File: src/hdl/rtq_pkg.sv
// Shared types, constants and helpers for the RS-485 transmit command queue.
// No dependencies; used by the channel interfaces and the top level.
`default_nettype none

package rtq_pkg;

  localparam int QUEUE_DEPTH = 4;
  localparam int MAX_PAYLOAD = 19;
  localparam int FILL_W      = $clog2(QUEUE_DEPTH + 1);
  localparam int CODE_W      = 8;
  localparam int COUNT_W     = 5;
  localparam int QCOUNT_W    = 3;
  localparam int CFG_IDX_W   = 3;
  localparam int CFG_DATA_W  = 8;

  localparam logic [7:0] FRAME_OVERHEAD = 8'd7;
  localparam logic [7:0] TICKS_MAX      = 8'hFF;

  typedef enum logic [1:0] {
    MODE_ENQUEUE = 2'd0,
    MODE_SCAN    = 2'd1,
    MODE_TICK    = 2'd2,
    MODE_TIMEOUT = 2'd3
  } mode_t;

  typedef enum logic [2:0] {
    ACT_READ_ID  = 3'd0,
    ACT_HELLO    = 3'd1,
    ACT_ASK      = 3'd2,
    ACT_SET_ADDR = 3'd3,
    ACT_PASS     = 3'd4,
    ACT_UNKNOWN  = 3'd5
  } action_t;

  typedef enum logic [CFG_IDX_W-1:0] {
    REG_DEVICE_ADDRESS   = 3'd0,
    REG_TIMEOUT_LIMIT    = 3'd1,
    REG_CODE_READ_ID     = 3'd2,
    REG_CODE_HELLO       = 3'd3,
    REG_CODE_ASK         = 3'd4,
    REG_CODE_SET_ADDRESS = 3'd5,
    REG_CODE_PASSTHROUGH = 3'd6
  } cfg_reg_t;

  typedef struct packed {
    logic [1:0]        mode;
    logic [CODE_W-1:0] command_code;
    logic [7:0]        passthrough_total;
  } in_item_t;

  typedef struct packed {
    logic                issued;
    logic [CODE_W-1:0]   issued_code;
    logic [2:0]          action;
    logic [COUNT_W-1:0]  byte_count;
    logic [7:0]          addr_char_high;
    logic [7:0]          addr_char_low;
    logic                accepted;
    logic                busy_res;
    logic [QCOUNT_W-1:0] queue_count;
  } out_item_t;

  // Uppercase ASCII hex digit of a nibble
  function automatic logic [7:0] hex_char(input logic [3:0] v);
    logic [7:0] r;
    if (v < 4'd10) begin
      r = 8'h30 + {4'h0, v};
    end else begin
      r = 8'h37 + {4'h0, v};
    end
    return r;
  endfunction

endpackage

`default_nettype wire

File: src/hdl/rtq_if.sv
// Request and result channel interfaces (valid/ready with payload).
// Depends on rtq_pkg for the payload structs.
`default_nettype none

interface rtq_in_if;
  logic              valid;
  logic              ready;
  rtq_pkg::in_item_t data;
  modport source (output valid, output data, input ready);
  modport sink   (input valid, input data, output ready);
endinterface

interface rtq_out_if;
  logic               valid;
  logic               ready;
  rtq_pkg::out_item_t data;
  modport source (output valid, output data, input ready);
  modport sink   (input valid, input data, output ready);
endinterface

`default_nettype wire

File: src/hdl/rs485_tx_command_queue.sv
// Top level of the RS-485 transmit command queue.
// Depends on rtq_pkg and the channel interfaces in rtq_if.sv.
//
// Usage:
//   in_ch   : requests (mode, command_code, passthrough_total), valid/ready.
//   out_ch  : one result per request, valid/ready, in request order.
//   cfg_*   : plain write port; cfg_we writes cfg_wdata to register cfg_index
//             (device address, timeout limit, five command codes). Index 7 is
//             ignored. Write only while no request is outstanding.
// A request taken at an edge has its result registered
// at that same edge and presented from the next cycle on.
// Throughput is one request per cycle while the receiver takes each result;
// the queue update, the four slot compares and the frame classification all
// sit between the request handshake and the result register.
// The result register doubles as the only buffer: while a result waits on a
// stalled receiver, a new request is taken only in the cycle the old result
// leaves, so nothing is lost or overwritten.
// Reset (rst_n low, synchronous) empties the queue, zeroes all slots, clears
// the busy flag and wait counter, drops any pending result and restores the
// register defaults.
`default_nettype none

module rs485_tx_command_queue (
  input  wire logic                             clk,
  input  wire logic                             rst_n,
  rtq_in_if.sink                                in_ch,
  rtq_out_if.source                             out_ch,
  input  wire logic                             cfg_we,
  input  wire logic [rtq_pkg::CFG_IDX_W-1:0]    cfg_index,
  input  wire logic [rtq_pkg::CFG_DATA_W-1:0]   cfg_wdata
);

  // Configuration registers
  logic [7:0] device_address_r, timeout_limit_r;
  logic [7:0] code_read_id_r, code_hello_r, code_ask_r;
  logic [7:0] code_set_address_r, code_passthrough_r;

  // Queue state
  logic [rtq_pkg::CODE_W-1:0] slots_r   [rtq_pkg::QUEUE_DEPTH];
  logic [rtq_pkg::CODE_W-1:0] slots_nxt [rtq_pkg::QUEUE_DEPTH];
  logic [rtq_pkg::FILL_W-1:0] fill_r, fill_nxt;
  logic                       busy_r, busy_nxt;
  logic [7:0]                 wait_r, wait_nxt;

  // Result register
  logic                 out_valid_r;
  rtq_pkg::out_item_t   out_data_r, out_data_nxt;

  logic in_fire;
  logic dup_hit;
  logic is_pass;
  logic [7:0] len_raw;
  logic [rtq_pkg::COUNT_W-1:0] len_clip;
  logic [rtq_pkg::CODE_W-1:0] head;

  assign in_ch.ready  = !out_valid_r || out_ch.ready;
  assign in_fire      = in_ch.valid && in_ch.ready;
  assign out_ch.valid = out_valid_r;
  assign out_ch.data  = out_data_r;

  assign head    = slots_r[0];
  assign is_pass = (in_ch.data.command_code == code_passthrough_r);

  always_comb begin
    dup_hit = 1'b0;
    for (int i = 0; i < rtq_pkg::QUEUE_DEPTH; i++) begin
      if (slots_r[i] == in_ch.data.command_code) begin
        dup_hit = 1'b1;
      end
    end
  end

  // Pass-through payload length, wraps mod 256 then clips
  assign len_raw  = in_ch.data.passthrough_total - rtq_pkg::FRAME_OVERHEAD;
  assign len_clip = (len_raw > 8'(rtq_pkg::MAX_PAYLOAD))
                    ? rtq_pkg::COUNT_W'(rtq_pkg::MAX_PAYLOAD)
                    : len_raw[rtq_pkg::COUNT_W-1:0];

  always_comb begin
    for (int i = 0; i < rtq_pkg::QUEUE_DEPTH; i++) begin
      slots_nxt[i] = slots_r[i];
    end
    fill_nxt     = fill_r;
    busy_nxt     = busy_r;
    wait_nxt     = wait_r;
    out_data_nxt = '0;

    unique case (rtq_pkg::mode_t'(in_ch.data.mode))
      rtq_pkg::MODE_ENQUEUE: begin
        if (fill_r < rtq_pkg::FILL_W'(rtq_pkg::QUEUE_DEPTH)) begin
          if (is_pass || !dup_hit) begin
            for (int i = 0; i < rtq_pkg::QUEUE_DEPTH; i++) begin
              if (fill_r == rtq_pkg::FILL_W'(i)) begin
                slots_nxt[i] = in_ch.data.command_code;
              end
            end
            fill_nxt              = fill_r + 1'b1;
            out_data_nxt.accepted = 1'b1;
          end
        end else if (is_pass) begin
          // full: pass-through replaces the tail
          slots_nxt[rtq_pkg::QUEUE_DEPTH-1] = in_ch.data.command_code;
          out_data_nxt.accepted             = 1'b1;
        end
      end
      rtq_pkg::MODE_SCAN: begin
        if (!busy_r && fill_r != '0) begin
          for (int i = 0; i < rtq_pkg::QUEUE_DEPTH - 1; i++) begin
            slots_nxt[i] = slots_r[i+1];
          end
          slots_nxt[rtq_pkg::QUEUE_DEPTH-1] = '0;
          fill_nxt                 = fill_r - 1'b1;
          out_data_nxt.issued      = 1'b1;
          out_data_nxt.issued_code = head;
          priority if (head == code_read_id_r) begin
            out_data_nxt.action     = rtq_pkg::ACT_READ_ID;
            out_data_nxt.byte_count = 5'd7;
            busy_nxt                = 1'b1;
          end else if (head == code_hello_r) begin
            out_data_nxt.action     = rtq_pkg::ACT_HELLO;
            out_data_nxt.byte_count = 5'd7;
            busy_nxt                = 1'b1;
          end else if (head == code_ask_r) begin
            out_data_nxt.action     = rtq_pkg::ACT_ASK;
            out_data_nxt.byte_count = 5'd7;
            busy_nxt                = 1'b1;
          end else if (head == code_set_address_r) begin
            out_data_nxt.action         = rtq_pkg::ACT_SET_ADDR;
            out_data_nxt.byte_count     = 5'd9;
            busy_nxt                    = 1'b1;
            out_data_nxt.addr_char_high = rtq_pkg::hex_char(device_address_r[7:4]);
            out_data_nxt.addr_char_low  = rtq_pkg::hex_char(device_address_r[3:0]);
          end else if (head == code_passthrough_r) begin
            out_data_nxt.action     = rtq_pkg::ACT_PASS;
            out_data_nxt.byte_count = len_clip + 5'd7;
          end else begin
            out_data_nxt.action     = rtq_pkg::ACT_UNKNOWN;
            out_data_nxt.byte_count = '0;
            busy_nxt                = 1'b0;
            wait_nxt                = '0;
          end
        end
      end
      rtq_pkg::MODE_TICK: begin
        if (wait_r != rtq_pkg::TICKS_MAX) begin
          wait_nxt = wait_r + 8'd1;
        end
      end
      rtq_pkg::MODE_TIMEOUT: begin
        if (busy_r && wait_r >= timeout_limit_r) begin
          busy_nxt = 1'b0;
          wait_nxt = '0;
        end
      end
      default: begin
      end
    endcase

    out_data_nxt.busy_res    = busy_nxt;
    out_data_nxt.queue_count = rtq_pkg::QCOUNT_W'(fill_nxt);
  end

  always_ff @(posedge clk) begin
    if (!rst_n) begin
      device_address_r   <= 8'd0;
      timeout_limit_r    <= 8'd8;
      code_read_id_r     <= 8'd1;
      code_hello_r       <= 8'd2;
      code_ask_r         <= 8'd3;
      code_set_address_r <= 8'd4;
      code_passthrough_r <= 8'd5;
    end else if (cfg_we) begin
      unique case (cfg_index)
        rtq_pkg::REG_DEVICE_ADDRESS:   device_address_r   <= cfg_wdata;
        rtq_pkg::REG_TIMEOUT_LIMIT:    timeout_limit_r    <= cfg_wdata;
        rtq_pkg::REG_CODE_READ_ID:     code_read_id_r     <= cfg_wdata;
        rtq_pkg::REG_CODE_HELLO:       code_hello_r       <= cfg_wdata;
        rtq_pkg::REG_CODE_ASK:         code_ask_r         <= cfg_wdata;
        rtq_pkg::REG_CODE_SET_ADDRESS: code_set_address_r <= cfg_wdata;
        rtq_pkg::REG_CODE_PASSTHROUGH: code_passthrough_r <= cfg_wdata;
        default: begin
        end
      endcase
    end
  end

  always_ff @(posedge clk) begin
    if (!rst_n) begin
      for (int i = 0; i < rtq_pkg::QUEUE_DEPTH; i++) begin
        slots_r[i] <= '0;
      end
      fill_r      <= '0;
      busy_r      <= 1'b0;
      wait_r      <= '0;
      out_valid_r <= 1'b0;
    end else begin
      if (in_fire) begin
        for (int i = 0; i < rtq_pkg::QUEUE_DEPTH; i++) begin
          slots_r[i] <= slots_nxt[i];
        end
        fill_r      <= fill_nxt;
        busy_r      <= busy_nxt;
        wait_r      <= wait_nxt;
        out_valid_r <= 1'b1;
      end else if (out_ch.ready) begin
        out_valid_r <= 1'b0;
      end
    end
  end

  always_ff @(posedge clk) begin
    if (in_fire) begin
      out_data_r <= out_data_nxt;
    end
  end

  // Checks
  a_fill_bound: assert property (@(posedge clk) disable iff (!rst_n)
    fill_r <= rtq_pkg::FILL_W'(rtq_pkg::QUEUE_DEPTH))
    else $error("queue fill beyond depth");

  a_fire_gives_result: assert property (@(posedge clk) disable iff (!rst_n)
    in_fire |=> out_valid_r)
    else $error("request taken without a result");

  a_no_pop_quiet: assert property (@(posedge clk) disable iff (!rst_n)
    (out_valid_r && !out_data_r.issued) |->
      (out_data_r.byte_count == '0 && out_data_r.issued_code == '0))
    else $error("result fields set without a pop");

  a_pop_needs_idle: assert property (@(posedge clk) disable iff (!rst_n)
    (in_fire && out_data_nxt.issued) |-> (!busy_r && fill_r != '0))
    else $error("pop while busy or empty");

endmodule

`default_nettype wire
File: src/flat_wrapper.sv
// flat-port wrapper written by rule: the top's interface ports become plain ports
module rs485_tx_command_queue_flat 
  (clk, rst_n, cfg_we, cfg_index, cfg_wdata, in_ch_valid, in_ch_data, in_ch_ready, out_ch_valid, out_ch_data, out_ch_ready);
  rtq_in_if in_ch_i ();
  rtq_out_if out_ch_i ();
  input  wire logic clk;
  input  wire logic rst_n;
  input  wire logic cfg_we;
  input  wire logic [rtq_pkg::CFG_IDX_W-1:0] cfg_index;
  input  wire logic [rtq_pkg::CFG_DATA_W-1:0] cfg_wdata;
  input wire logic [$bits(in_ch_i.valid)-1:0] in_ch_valid;
  input wire logic [$bits(in_ch_i.data)-1:0] in_ch_data;
  output wire logic [$bits(in_ch_i.ready)-1:0] in_ch_ready;
  output wire logic [$bits(out_ch_i.valid)-1:0] out_ch_valid;
  output wire logic [$bits(out_ch_i.data)-1:0] out_ch_data;
  input wire logic [$bits(out_ch_i.ready)-1:0] out_ch_ready;
  assign in_ch_i.valid = in_ch_valid;
  assign in_ch_i.data = in_ch_data;
  assign in_ch_ready = in_ch_i.ready;
  assign out_ch_valid = out_ch_i.valid;
  assign out_ch_data = out_ch_i.data;
  assign out_ch_i.ready = out_ch_ready;
  rs485_tx_command_queue u_core (.clk(clk), .rst_n(rst_n), .in_ch(in_ch_i), .out_ch(out_ch_i), .cfg_we(cfg_we), .cfg_index(cfg_index), .cfg_wdata(cfg_wdata));
endmodule
File: config.mk
export PLATFORM = sky130hd
export DESIGN_NAME = rs485_tx_command_queue_flat
export DESIGN_NICKNAME = d
export VERILOG_FILES = /design/src/hdl/rtq_pkg.sv /design/src/hdl/rtq_if.sv /design/src/hdl/rs485_tx_command_queue.sv /design/src/flat_wrapper.sv
export SDC_FILE = /design/constraint.sdc
export NUM_CORES = 1
export LEC_CHECK = 0
export ABC_CLOCK_PERIOD_IN_PS = 2760
export BUFFER_PORTS_ARGS = -buffer_cell sky130_fd_sc_hd__buf_2
export CAP_MARGIN = 20
export CORE_ASPECT_RATIO = 1.4
export CORE_MARGIN = 2
export CORE_UTILIZATION = 45
export DETAILED_ROUTE_END_ITERATION = 8
export GPL_ROUTABILITY_DRIVEN = 0
export PLACE_DENSITY_LB_ADDON = 0.3
export SYNTH_ARGS = -nofsm -noshare
export SYNTH_HDL_FRONTEND = slang
export SYNTH_SLANG_ARGS = --single-unit
File: constraint.sdc
create_clock -name clk -period 2.76 [get_ports clk]
set_clock_uncertainty 0.15 [all_clocks]
set_input_delay 0.138 -clock clk [delete_from_list [all_inputs] [get_ports clk]]
set_output_delay 0.138 -clock clk [all_outputs]
set_load 0.01 [all_outputs]
==> results.py <==
metrics = {
    "clock_tree": {
        "cts_tree": "built",
        "clk_latency_ns": 0.43,
        "cts_num_sinks": 137,
        "cts.path.max_buffers": 2,
        "cts_setup_buffers": 0,
        "cts_inserted_buffers": 17,
        "path_clk_slew_ns": 0.06,
        "htree_levels": 4,
        "clockRootBuffer": "clkbuf_16",
    },
    "routing": {
        "drc": 0,
        "vias": 5849,
        "drt_first_pass_iters": 5,
        "wire_per_inst_um": 16.2,
        "drt_iter0_drc": 298,
        "viasPerCell": 5.37,
        "ant_nets": 0,
        "finalWirelength_mm": 17.7,
    },
    "power": {
        "switchingPower_mw": 1.38,
        "p_comb_share_pct": 10.5,
        "irDropWorstVdd_uv": 308,
        "p_int_mw": 3.88,
        "swShare_pct": 26.3,
        "p_leak_nw": 3.46,
        "seq_power_share_pct": 44.0,
        "cellPowerDensity_nw_per_um2": 614,
        "p_clk_share_pct": 45.5,
    },
    "timing": {
        "maxSlewViolCount": 0,
        "relSlewSlack_pct": 44.8,
        "hold_violations": 0,
        "timing.hold.ws_ns": 0.0716,
        "fin_setup_tns_ns": 0,
        "min_period_ns": 2.45,
        "rsz0062_at_grt": "no",
        "tightest_slew_ns": 0.822,
        "period_share_pct": 88.9,
        "setup_viol": 0,
        "fmax_ghz": 0.407,
    },
    "final_layout": {
        "n_antenna_cell": 0,
        "nets": 931,
        "syn2layout_area_growth_pct": 16.6,
        "layout-drive-gt1-share_pct": 15.4,
        "num-fill-cells": 1509,
    },
    "global_route": {
        "track_usage_pct": 20.7,
        "globalRouteOverflowTotal": 0,
        "grt_max_degree": 51,
        "grt_pass1_vias": 5764,
        "antenna_found_initial": 0,
        "grt_pass1_wl_mm": 28.6,
    },
    "logic_synthesis": {
        "syn_avg_cell_area_um2": 9.19,
        "seq_area_frac_synth_pct": 46.5,
        "synthFlopType": "dfxtp_1",
        "yosysWarnings": 0,
        "synth_cells": 801,
        "synth-seq-cells": 137,
        "ys_async_sr_fraction_pct": 0,
        "synth_edf_count": 68,
        "syn_area_um2": 7360,
        "synth_cell_types": 69,
    },
    "critical_path": {
        "worstPathMaxFanout": 14,
        "cp-start-kind": "flip-flop",
        "r2r_slack_ns": 0.31,
        "cp-end-kind": "flip-flop",
        "r2r_start": "u_core.slots_r[0][1]",
        "ff2ff_path_depth": 5,
        "path_class": "reg -> reg",
        "r2r-end": "u_core.out_ch.data[8]",
        "crit_start": "u_core.slots_r[0][1]",
        "crit_required_ns": 2.85,
        "cp.arrival_ns": 2.54,
    },
    "hold_path": {
        "min_path_type": "in -> reg",
        "min_to": "u_core.slots_r[3][0]",
        "worstHoldStart": "in_ch_data[8]",
        "min_path_cells": 3,
    },
    "die": {
        "boundaryPins": 74,
        "die_width_um": 112,
        "initial_core_util_pct": 45.7,
        "rows": 55,
        "die_h_um": 155,
        "core_um2": 16100,
        "die_area_um2": 17400,
    },
    "run_status": {
        "outcome": "complete, no violations",
    },
    "job": {
        "maxCapViolations": 0,
    },
    "placed_design": {
        "dp_hpwl_mm": 12.5,
        "portBuffers": 71,
    },
}
-- cells in the final DEF (no fill, tap or decap), drive strengths merged, types with 6 or more instances in the layout --
master and instances:
a21boi 51, a21oi 22, and2 12, buf 85, clkbuf 18, dfxtp 69
dlygate4sd3 12, edfxtp 68, ha 20, inv 41, nand2 209, nand2b 6
nand3 25, nand4 12, nor2 34, nor2b 7, nor3 9, nor4 10
o21ai 13, o31ai 11, xnor2 45, xor2 41
-- cells by family (layout without fill, tap and decap cells) --
logic type                 Yosys count  in the layout  share of synthesized area (%)
DFF                                137            137                           46.5
adders and majority gates           20             20                           3.40
other                                1              2                         0.0509
and+or+nand+nor                    351            351                           21.7
AOI/OAI and AO/OA                  133            133                           13.0
muxes                                1              1                          0.136
xor gates and xnor gates            86             86                           10.4
buffers and inverters               72            160                           4.69
-- flip-flops by register name, indices dropped and copies added, names as in the netlist --
name,flops
u_core.busy_r,1
u_core.code_ask_r,8
u_core.code_hello_r,8
u_core.code_passthrough_r,8
u_core.code_read_id_r,8
u_core.code_set_address_r,8
u_core.device_address_r,8
u_core.fill_r,3
u_core.out_ch.data,36
u_core.out_ch.valid,1
u_core.slots_r,32
u_core.timeout_limit_r,8
u_core.wait_r,8
-- critical path, stage by stage, from the launching register on --
cell and delay, ns:
edfxtp_1 0.59, xor2_2 0.23, nor4_2 0.29, nand2_1 0.20
or3_4 0.51, nor4b_2 0.30
-- layout make-up --
type	count	area, um^2	share of cell area, %
multi-input combinational	593	3600	41.9
sequential	137	3420	39.9
timing repair buffer	97	581	6.76
clock buffer	18	450	5.25
tap	199	249	2.90
clock inverter	14	168	1.95
inverter	31	118	1.37
-- power by group through the flow --
stage	Clock, mW	Sequential, mW	Combinational (mW)
6_report	2.40	2.32	0.551
2_1_floorplan	0	2.34	0.380
4_1_cts	2.43	2.32	0.552
5_1_grt	2.51	2.33	0.610
3_5_place_dp	0	2.36	0.536
3_3_place_gp	0	2.36	0.529
-- synthesized netlist by cell type, types with 3 or more instances --
library cell | instances | area [um^2]
nor2_1 | 34 | 128
or3_1 | 4 | 25.0
inv_1 | 29 | 109
buf_4 | 5 | 37.5
a211oi_1 | 3 | 22.5
ha_1 | 20 | 250
o21ai_0 | 12 | 60.1
nor3_1 | 9 | 45.0
dfxtp_1 | 69 | 1380
nand2b_1 | 6 | 37.5
xor2_1 | 39 | 342
clkbuf_1 | 15 | 56.3
a31oi_1 | 5 | 31.3
o31ai_1 | 11 | 82.6
and2_1 | 11 | 68.8
nor2b_1 | 7 | 43.8
a21oi_1 | 22 | 110
or4_1 | 5 | 37.5
nand3_1 | 25 | 125
nor4_1 | 8 | 50.1
edfxtp_1 | 68 | 2040
o21a_1 | 5 | 37.5
buf_2 | 14 | 70.1
nand3b_1 | 4 | 30.0
buf_6 | 5 | 56.3
nand2_1 | 209 | 785
nand4_1 | 12 | 75.1
a21boi_0 | 51 | 383
xnor2_1 | 45 | 394
-- worst max path at each step --
stage	end	slack, ns	cells past startpoint
after floorplan	u_core.slots_r[0][0]	0.10	6
after global placement	u_core.out_ch.data[23]	0.17	10
after detailed placement	u_core.out_ch.data[25]	0.14	9
after CTS	u_core.out_ch.data[16]	0.30	5
after global routing	u_core.out_ch.data[8]	0.18	5
final	u_core.out_ch.data[8]	0.31	5
-- repair_timing --
item                                   CTS  global route
endpoints found under the hold margin   58             0
hold buffers                            12             0
gates resized for setup                  0             0
-- per-layer routing --
metal	vias up	global-route usage, %	wire, um
li1	2890	-	-
met3	43	3.78	638
met5	-	0	0
met1	2787	23.9	7230
met2	129	37.5	9290
met4	0	8.59	498
-- stage by stage --
step | worst slack, ns | util (%) | total power [mW] | std cells | instance area, um^2
CTS | 0.300 | 53.3 | 5.30 | 1089 | 8580
floorplan | 0.100 | - | 2.72 | 802 | 7370
global placement | 0.174 | 48.7 | 2.89 | 1045 | 7850
global route | 0.185 | 53.3 | 5.45 | 1089 | 8580
finish | 0.306 | 53.3 | 5.27 | 1089 | 8580
detailed placement | 0.141 | 48.7 | 2.90 | 1045 | 7850
Power figures use the tool's default switching activity.
